[config.mk]
export PLATFORM = sky130hd
export DESIGN_NAME = sps_ram
export DESIGN_NICKNAME = d
export VERILOG_FILES = /design/src/design/sps_ram.sv
export SDC_FILE = /design/constraint.sdc
export NUM_CORES = 1
export LEC_CHECK = 0
export BUFFER_PORTS_ARGS = -buffer_cell sky130_fd_sc_hd__buf_4
export CAP_MARGIN = 10
export CELL_PAD_IN_SITES_DETAIL_PLACEMENT = 0
export CELL_PAD_IN_SITES_GLOBAL_PLACEMENT = 1
export CORE_ASPECT_RATIO = 1.2
export CORE_UTILIZATION = 30
export CTS_CLUSTER_DIAMETER = 50
export DETAILED_ROUTE_END_ITERATION = 12
export PLACE_DENSITY = 0.53
export SETUP_SLACK_MARGIN = 0.4
export SLEW_MARGIN = 20
export SYNTH_ARGS = -nofsm -noshare
export SYNTH_HDL_FRONTEND = slang
export SYNTH_SLANG_ARGS = --single-unit
[constraint.sdc]
create_clock -name clk -period 1.6 [get_ports clk]
set_input_delay 0.24 -clock clk [delete_from_list [all_inputs] [get_ports clk]]
set_output_delay 0.24 -clock clk [all_outputs]
set_load 0.005 [all_outputs]
[src/design/sps_ram.sv]
// Generic single-port RAM with a registered read.
module sps_ram #(
	parameter int WIDTH = 8,
	parameter int DEPTH = 16,
	parameter int AW    = (DEPTH > 1) ? $clog2(DEPTH) : 1
) (
	input  logic             clk,
	input  logic             we,
	input  logic [AW-1:0]    addr,
	input  logic [WIDTH-1:0] wdata,
	output logic [WIDTH-1:0] rdata
);

	logic [WIDTH-1:0] mem_q [DEPTH];

	always_ff @(posedge clk) begin
		if (we) begin
			mem_q[addr] <= wdata;
		end
		rdata <= mem_q[addr];
	end

endmodule

# After elaboration in Yosys (flattened, before gate mapping)
# Memories as Yosys holds them, arrays and structs flattened. A register that Yosys moved wholly into a read port is not among the register bits.
# Cells that the tools add are included.
dict set report totals {
  regBits 0
  ramBits 128
  inputBits 14
  out_inout_bits 8
  wordCells 3
  memories 1
}
dict set report op_classes {
  n_mux 2
}
# memory words word_bits read_ports rd_ports_with_merged_regs wr line_no
set memory_table {}
lappend memory_table {mem_q 16 8 1 1 1 14} ;# logic [WIDTH-1:0] mem_q [DEPTH];
# cell count
set op_table {}
lappend op_table {{1-bit two-way mux} 2}

# Depth between registers and ports, before layout
# Gate-level depths: netlist of run 1.
dict set report logic_depth {
  depth_word 2
  ltp_mapped 5
  ltp_nobuf 3
}

# Least setup slack after synthesis of run 1
# OpenSTA, ideal clock, no wires.
dict set report synth_timing {
  path_kind {in2reg}
  startpoint {input port addr[2]}
  endpoint {memory mem_q[0][0], enable pin}
  setup_time_ns 0.383
  arrival_ns 1.350
  required_ns 1.217
  setup_slack_ns -0.133
  cell_stages 2
  n_path_buf 0
  cell_sequence {or3b_2 > nor3_1}
}
# element line_no
set synth_rtl {}
lappend synth_rtl {{start: declaration} 9} ;# input logic [AW-1:0] addr,
lappend synth_rtl {{end: declaration} 14}
# Straight into the memory's write port.

==> results of run 1 <==
## synth_stat cells, drive strengths merged
master  number  area [um2]
nand2b       2        12.5
buf          8        47.5
dfxtp        8         160
nand3        1        5.00
a22oi       16         120
nor2        13        48.8
nor2b        2        12.5
edfxtp     128        3840
nor3         4        20.0
nand2        9        33.8
nand3b       2        15.0
clkbuf       3        12.5
mux4        32         721
and2         1        6.26
or3b         1        8.76
## area by class of cell
| cell class | instances | area (um2) |
|---|---|---|
| tap | 212 | 265 |
| multi-input combinational | 83 | 1220 |
| clock buffer | 18 | 429 |
| timing repair buffer | 55 | 563 |
| sequential | 136 | 4000 |
| clock inverter | 14 | 156 |
| fill | 1449 | 9760 |
## power by group through the flow
stage | registers, mW | logic (mW) | clock network (mW)
2_1_floorplan | 4.08 | 0.256 | 0
3_3_place_gp | 4.08 | 0.481 | 0
3_5_place_dp | 4.08 | 0.486 | 0
4_1_cts | 4.01 | 0.503 | 3.91
5_1_grt | 4.01 | 0.531 | 4.04
6_report | 4.01 | 0.488 | 3.83
## critical path, delay by kind of cell, from the launching register on
family,cells,cell delay [ps]
AOI/OAI and AO/OA,1,220
DFF,1,360
muxes,1,470
and+or+nand+nor,1,70
## state kept, by name, indices dropped and copies added, names as in the netlist
| signal | count |
|---|---|
| mem_q | 128 |
| rdata | 8 |
## kinds of logic after synthesis
family,Yosys count,share of synthesized area [%]
mux,32,14.2
buf+inv,11,1.19
simple gates,35,3.21
flops,136,79.0
compound gates,16,2.37
## routing by layer
layer / track usage [%] / vias to the layer above
met1: 15.8 / 1259
met3: 3.00 / 10
met5: 0 / -
met2: 22.5 / 35
met4: 5.65 / 0
li1: - / 1092
## worst paths after layout
path,end,startpoint,slack (ps),cells past startpoint
setup / recovery,rdata[0]$_DFF_P_,mem_q[2][0]$_DFFE_PP_,360,3
hold reg to reg,rdata[4]$_DFF_P_,mem_q[15][4]$_DFFE_PP_,670,3
setup reg to reg,rdata[0]$_DFF_P_,mem_q[2][0]$_DFFE_PP_,360,3
hold / removal,mem_q[8][5]$_DFFE_PP_,wdata[5],140,1
## what timing repair did
| item | CTS | global route |
|---|---|---|
| endpoints found under the setup margin | 8 | 8 |
| pin swaps | 12 | 2 |
| gates resized for setup | 9 | 1 |
## through the flow
stage,power (mW),utilization (%),cells
2_1_floorplan,4.33,-,230
3_3_place_gp,4.56,36.6,486
3_5_place_dp,4.57,36.6,486
4_1_cts,8.41,40.4,518
5_1_grt,8.58,40.5,518
6_report,8.32,40.5,518
==> results.tsv, run 1 <==
metric	value	unit
Die Span X	121	um
post-synthesis sequential area ratio	79.0	%
vias in the first global route	2604	
clk slew on worst S/H paths	60	ps
Max Fclk	805	MHz
Max Used Layer	met4	
Final HPWL DP	7070	um
met1 wire length	4470	um
overflow left after global routing	0	
number of DRC markers in iteration 0	211	
DR WL met3	229	um
DIE HEIGHT	144	um
Core Box Area	0.0164	mm2
NetSw	1.68	mW
post-route ant nets	0	
metal2 WL	5310	um
CTS tree	yes	
PD cells	1250	mW/mm2
setup TNS	0	ps
Mapped Avg Cell Area	22.0	um2
Final Cycle Share	77.7	%
measured slew at the worst slew-check pin	956	ps
clock buffers created by TritonCTS	17	
Worst-Skew Late Latency	410	ps
Max Clock Skew	6.94	ps
Ports	22	
RePlAce Congestion	0.702	
Synth Register Bits	136	
CTS root buf	clkbuf_16	
fraction of layout cells with a size suffix above 1	47.4	%
Syn Inst Count	230	
Final min period	1240	ps
Hold Fails Final Rpt	0	
max-cap violation count	0	
synthesis-to-finish area growth	31.0	%
Hold Crit Class	in -> reg	
CTS Hold Bufs	0	
Initial Util	30.9	%
RSZ-0062 raised after global routing	yes	
CP max FO	1	
DP Area	0.00600	mm2
Final setup viols	0	
Post-CTS Setup Bufs	0	
Startpoint Class	flip-flop	
TritonRoute pass-1 iters	4	
Logic pwr share	5.9	%
Tot GR Track Use	13.1	%
nets@finish	307	
post-layout instance area	0.00664	mm2
status	complete, no violations	
Mapped Nets	244	
P_int	6.65	mW
slowest CP cell	mux4_2	
# DRC	0	
Clock Power Share	46.0	%
maximum vdd drop	729	uV
setup ws final	357	ps
WP data required	1900	ps
Sw Ratio	20.1	%
synth warn	0	
Synth Cell Area	0.00507	mm2
critical path class	reg -> reg	
headroom to the max-slew limit	36.1	%
final slew viol count	0	
leakage	2.17	nW
Port Buffers	21	
slowest cell delay on critical path	470	ps
Distinct cells, synth	18	
drt wl/cell	19.6	um
placement row count	51	
via count	2396	
drt total wl	10200	um
Cell Chain, Critical Path	mux4_2 > a22oi_2 > nand2_1	
H-Tree Depth	4	
crit path capture type	flip-flop	
vias per cell	4.63	
initial antenna violation count	0	
largest net degree at the start of global routing	18	
commonest cells after routing, fill and taps aside	edfxtp_1, buf_4, mux4_2, clkbuf_16	
hold slack	139	ps
wire length of the first global-routing pass	15800	um
critical path arrival	1540	ps
Max clock buf depth	2	
die area	0.0174	mm2
commonest non-fill, non-tap cell in the layout	edfxtp_1	
pre-CTS WS	4.12	ps
CTS sink cnt	136	
n_diodes	0	
sequential power share	48.1	%
(Power assumes the default switching activity.)
==> inputs of run 2 (changes only) <==
--- a/config.mk
+++ b/config.mk
@@ -5,6 +5,7 @@
 export SDC_FILE = /design/constraint.sdc
 export NUM_CORES = 1
 export LEC_CHECK = 0
+export ABC_AREA = 1
 export BUFFER_PORTS_ARGS = -buffer_cell sky130_fd_sc_hd__buf_4
 export CAP_MARGIN = 10
 export CELL_PAD_IN_SITES_DETAIL_PLACEMENT = 0
@@ -13,7 +14,7 @@
 export CORE_UTILIZATION = 30
 export CTS_CLUSTER_DIAMETER = 50
 export DETAILED_ROUTE_END_ITERATION = 12
-export PLACE_DENSITY = 0.53
+export PLACE_DENSITY = 0.57
 export SETUP_SLACK_MARGIN = 0.4
 export SLEW_MARGIN = 20
 export SYNTH_ARGS = -nofsm -noshare
==> constraint.sdc (replaced) <==
create_clock -name clk -period 1.1 [get_ports clk]
set_input_delay 0.165 -clock clk [delete_from_list [all_inputs] [get_ports clk]]
set_output_delay 0.165 -clock clk [all_outputs]
set_load 0.005 [all_outputs]
==> run 2 against run 1 <==
Wire length grew 36%. Sequential cell count is the same. Total power grew 46%. Critical path depth shrank 2. Sequential share of layout area shrank 3.6 points. Register-to-register slack lost 240 ps. Synthesized cell count grew 140%. Cell count grew 59%. Via count grew 51%. Count of clock-buffer cells in the layout grew 12. Critical path type is now reg -> out. Critical endpoint is now rdata[1].
==> results.tsv, run 2 <==
metric	value	unit
clock buffers created by TritonCTS	17	
die area	0.0192	mm2
flop2flop setup slack	120	ps
min-delay src	wdata[7]	
final slew viol count	0	
largest family of logic cells by synthesized area	simple AND/OR/NAND/NOR gates	
Finished Layout Cells	826	
Final setup viols	0	
Post-Synth Adder-Cell Area	0	%
cell taking the most area after synthesis	edfxtp_1	
Max Fclk	964	MHz
worst reg2reg startpoint	mem_q[4][0]$_DFFE_PP_	
initial antenna violation count	0	
post-synthesis sequential area ratio	71.6	%
Worst-Skew Late Latency	420	ps
headroom to the max-slew limit	81.5	%
synthesis-to-finish area growth	26.4	%
vias in the first global route	3810	
commonest non-fill, non-tap cell in the layout	nand2_1	
status	complete, no violations	
max FFs per register	128	
NetSw	2.62	mW
Syn Inst Count	548	
clk slew on worst S/H paths	60	ps
Post-synth ARST share	0	%
post-synth top area share	68.7	%
Sw Ratio	21.5	%
most frequent cell after synthesis	nand2_1	
measured slew at the worst slew-check pin	276	ps
fraction of layout cells with a size suffix above 1	20.1	%
Primary FF master, synth	edfxtp_1	
CTS sink cnt	136	
n_diodes	0	
post-layout instance area	0.00707	mm2
WP data required	940	ps
xor and xnor fraction of the mapped netlist area	0	%
Core Box Area	0.0182	mm2
Tot GR Track Use	16.1	%
via count	3622	
reg2reg end	rdata[0]$_DFF_P_	
slowest CP cell	dfxtp_2	
Mapped Avg Cell Area	10.2	um2
Logic pwr share	7.6	%
Post-synth top cells	nand2_1, edfxtp_1, inv_1	
filler cell count	1770	
PD cells	1720	mW/mm2
Startpoint Class	flip-flop	
Max clock buf depth	2	
maximum vdd drop	1110	uV
P_int	9.55	mW
Synth Cell Area	0.00559	mm2
critical path arrival	870	ps
CTS tree	yes	
max-cap violation count	0	
Max Clock Skew	6.38	ps
placed insts	788	
Worst Path Buf+Inv	1	
Cell Chain, Critical Path	buf_6	
Final min period	1040	ps
Port Buffers	21	
overflow left after global routing	0	
TritonRoute pass-1 iters	4	
drt wl/cell	16.7	um
Final HPWL DP	9170	um
DP Area	0.00631	mm2
cells on worst reg2reg path	8	
Setup crit end	rdata[1]	
drt total wl	13800	um
synth warn	0	
number of synthesized flops with an enable pin	128	
critical path class	reg -> out	
post-route ant nets	0	
DIE HEIGHT	152	um
# DRC	0	
top flop regs	mem_q: 128 flops, rdata: 8 flops	
slowest cell delay on critical path	360	ps
Distinct cells, synth	11	
mux contribution to synthesized area	0	%
CP max FO	1	
largest net degree at the start of global routing	45	
Hold Crit Class	in -> reg	
top post-synthesis cells by area	edfxtp_1, nand2_1, dfxtp_1	
post-synthesis simple-gate area fraction	24.8	%
RePlAce Congestion	0.782	
crit path capture type	output pin	
Synth Register Bits	136	
Final Cycle Share	94.3	%
Die Span X	127	um
H-Tree Depth	4	
register with the most flip-flops	mem_q	
Hold Fails Final Rpt	0	
Top delay family on crit path	flip-flops	
worst setup path startpoint	rdata[1]$_DFF_P_	
number of DRC markers in iteration 0	165	
sequential power share	48.1	%
commonest cells after routing, fill and taps aside	nand2_1, edfxtp_1, buf_4, nor2_4, clkbuf_16	
Ports	22	
wire length of the first global-routing pass	21800	um
CTS root buf	clkbuf_16	
placement row count	54	
Mapped Nets	562	
Clock Power Share	44.3	%
Initial Util	30.7	%
RSZ-0062 raised after global routing	yes	
nets@finish	603	
number of cells on the critical path	1	
vias per cell	4.38	
leakage	2.89	nW
Synth Area in Compound Gates	0	%
## run 2: cell count changes after synthesis, moves of 2 or more
| cell | delta |
|---|---|
| mux4_2 | -32 |
| a22oi_1 | -16 |
| nor3_1 | -4 |
| buf_6 | -2 |
| buf_4 | +6 |
| nor2_1 | +5 |
| nand2_1 | +337 |
| buf_2 | +10 |
| nand3_1 | +3 |
| buf_1 | -4 |
| nand2b_1 | -2 |
| inv_1 | +21 |
| nand3b_1 | -2 |
| nor2b_1 | -2 |
## run 2: metal layers
metal | wire length, um | share of wire, % | vias up | track usage [%]
met5 | 0 | 0 | - | 0
met4 | 228 | 1.7 | 0 | 5.78
met3 | 340 | 2.5 | 21 | 3.65
met2 | 7220 | 52 | 47 | 29.5
met1 | 6020 | 44 | 1717 | 18.6
li1 | - | - | 1837 | -
## run 2: what timing repair did
action                                  CTS  global route
endpoints found under the setup margin  144           127
setup buffers                             4             1
cloned                                    1             0
hold endpoints to repair                  0             0
hold buffers                              0             0
pin swaps                                33            19
gates resized for setup                  30            21
## run 2: cell type report
cell class	instances	area, um2	share of cell area, %
sequential	136	4010	56.8
tap	224	280	3.97
inverter	23	121	1.72
clock buffer	30	524	7.42
multi-input combinational	368	1610	22.8
timing repair buffer	42	469	6.64
timing repair inverter	1	8.76	0.124
clock inverter	2	37.5	0.531
## run 2: kinds of logic after synthesis
group | after synthesis
simple gates | 368
flops | 136
buf+inv | 44
## run 2: how the worst min path moves through the flow
stage | to | slack, ps | cells past startpoint
after global placement | rdata[4] | 550 | 1
after global routing | mem_q[6][7]$_DFFE_PP_ | 130 | 1
final | mem_q[7][7]$_DFFE_PP_ | 120 | 1
after floorplan | mem_q[0][0]$_DFFE_PP_ | 260 | 0
after CTS | mem_q[7][7]$_DFFE_PP_ | 120 | 1
after detailed placement | rdata[3] | 540 | 1
## run 2: stage by stage
| stage | TNS, ps | hold WS [ps] | power [mW] | util (%) | setup WS (ps) |
|---|---|---|---|---|---|
| after global routing | 0 | 126 | 12.5 | 38.7 | 11.5 |
| after detailed placement | -18610 | 543 | 6.82 | 34.6 | -189 |
| after floorplan | -318 | 264 | 6.43 | - | -14.6 |
| final | 0 | 125 | 12.2 | 38.7 | 62.3 |
| after CTS | 0 | 124 | 12.2 | 38.4 | 46.9 |
| after global placement | -16810 | 549 | 6.82 | 34.6 | -177 |
## run 2: power groups by stage
stage | clock network, mW | logic, mW | registers (mW)
after floorplan | 0 | 0.494 | 5.93
after global placement | 0 | 0.879 | 5.94
after detailed placement | 0 | 0.877 | 5.94
after CTS | 5.46 | 0.927 | 5.84
after global routing | 5.65 | 1.04 | 5.86
final | 5.39 | 0.928 | 5.85
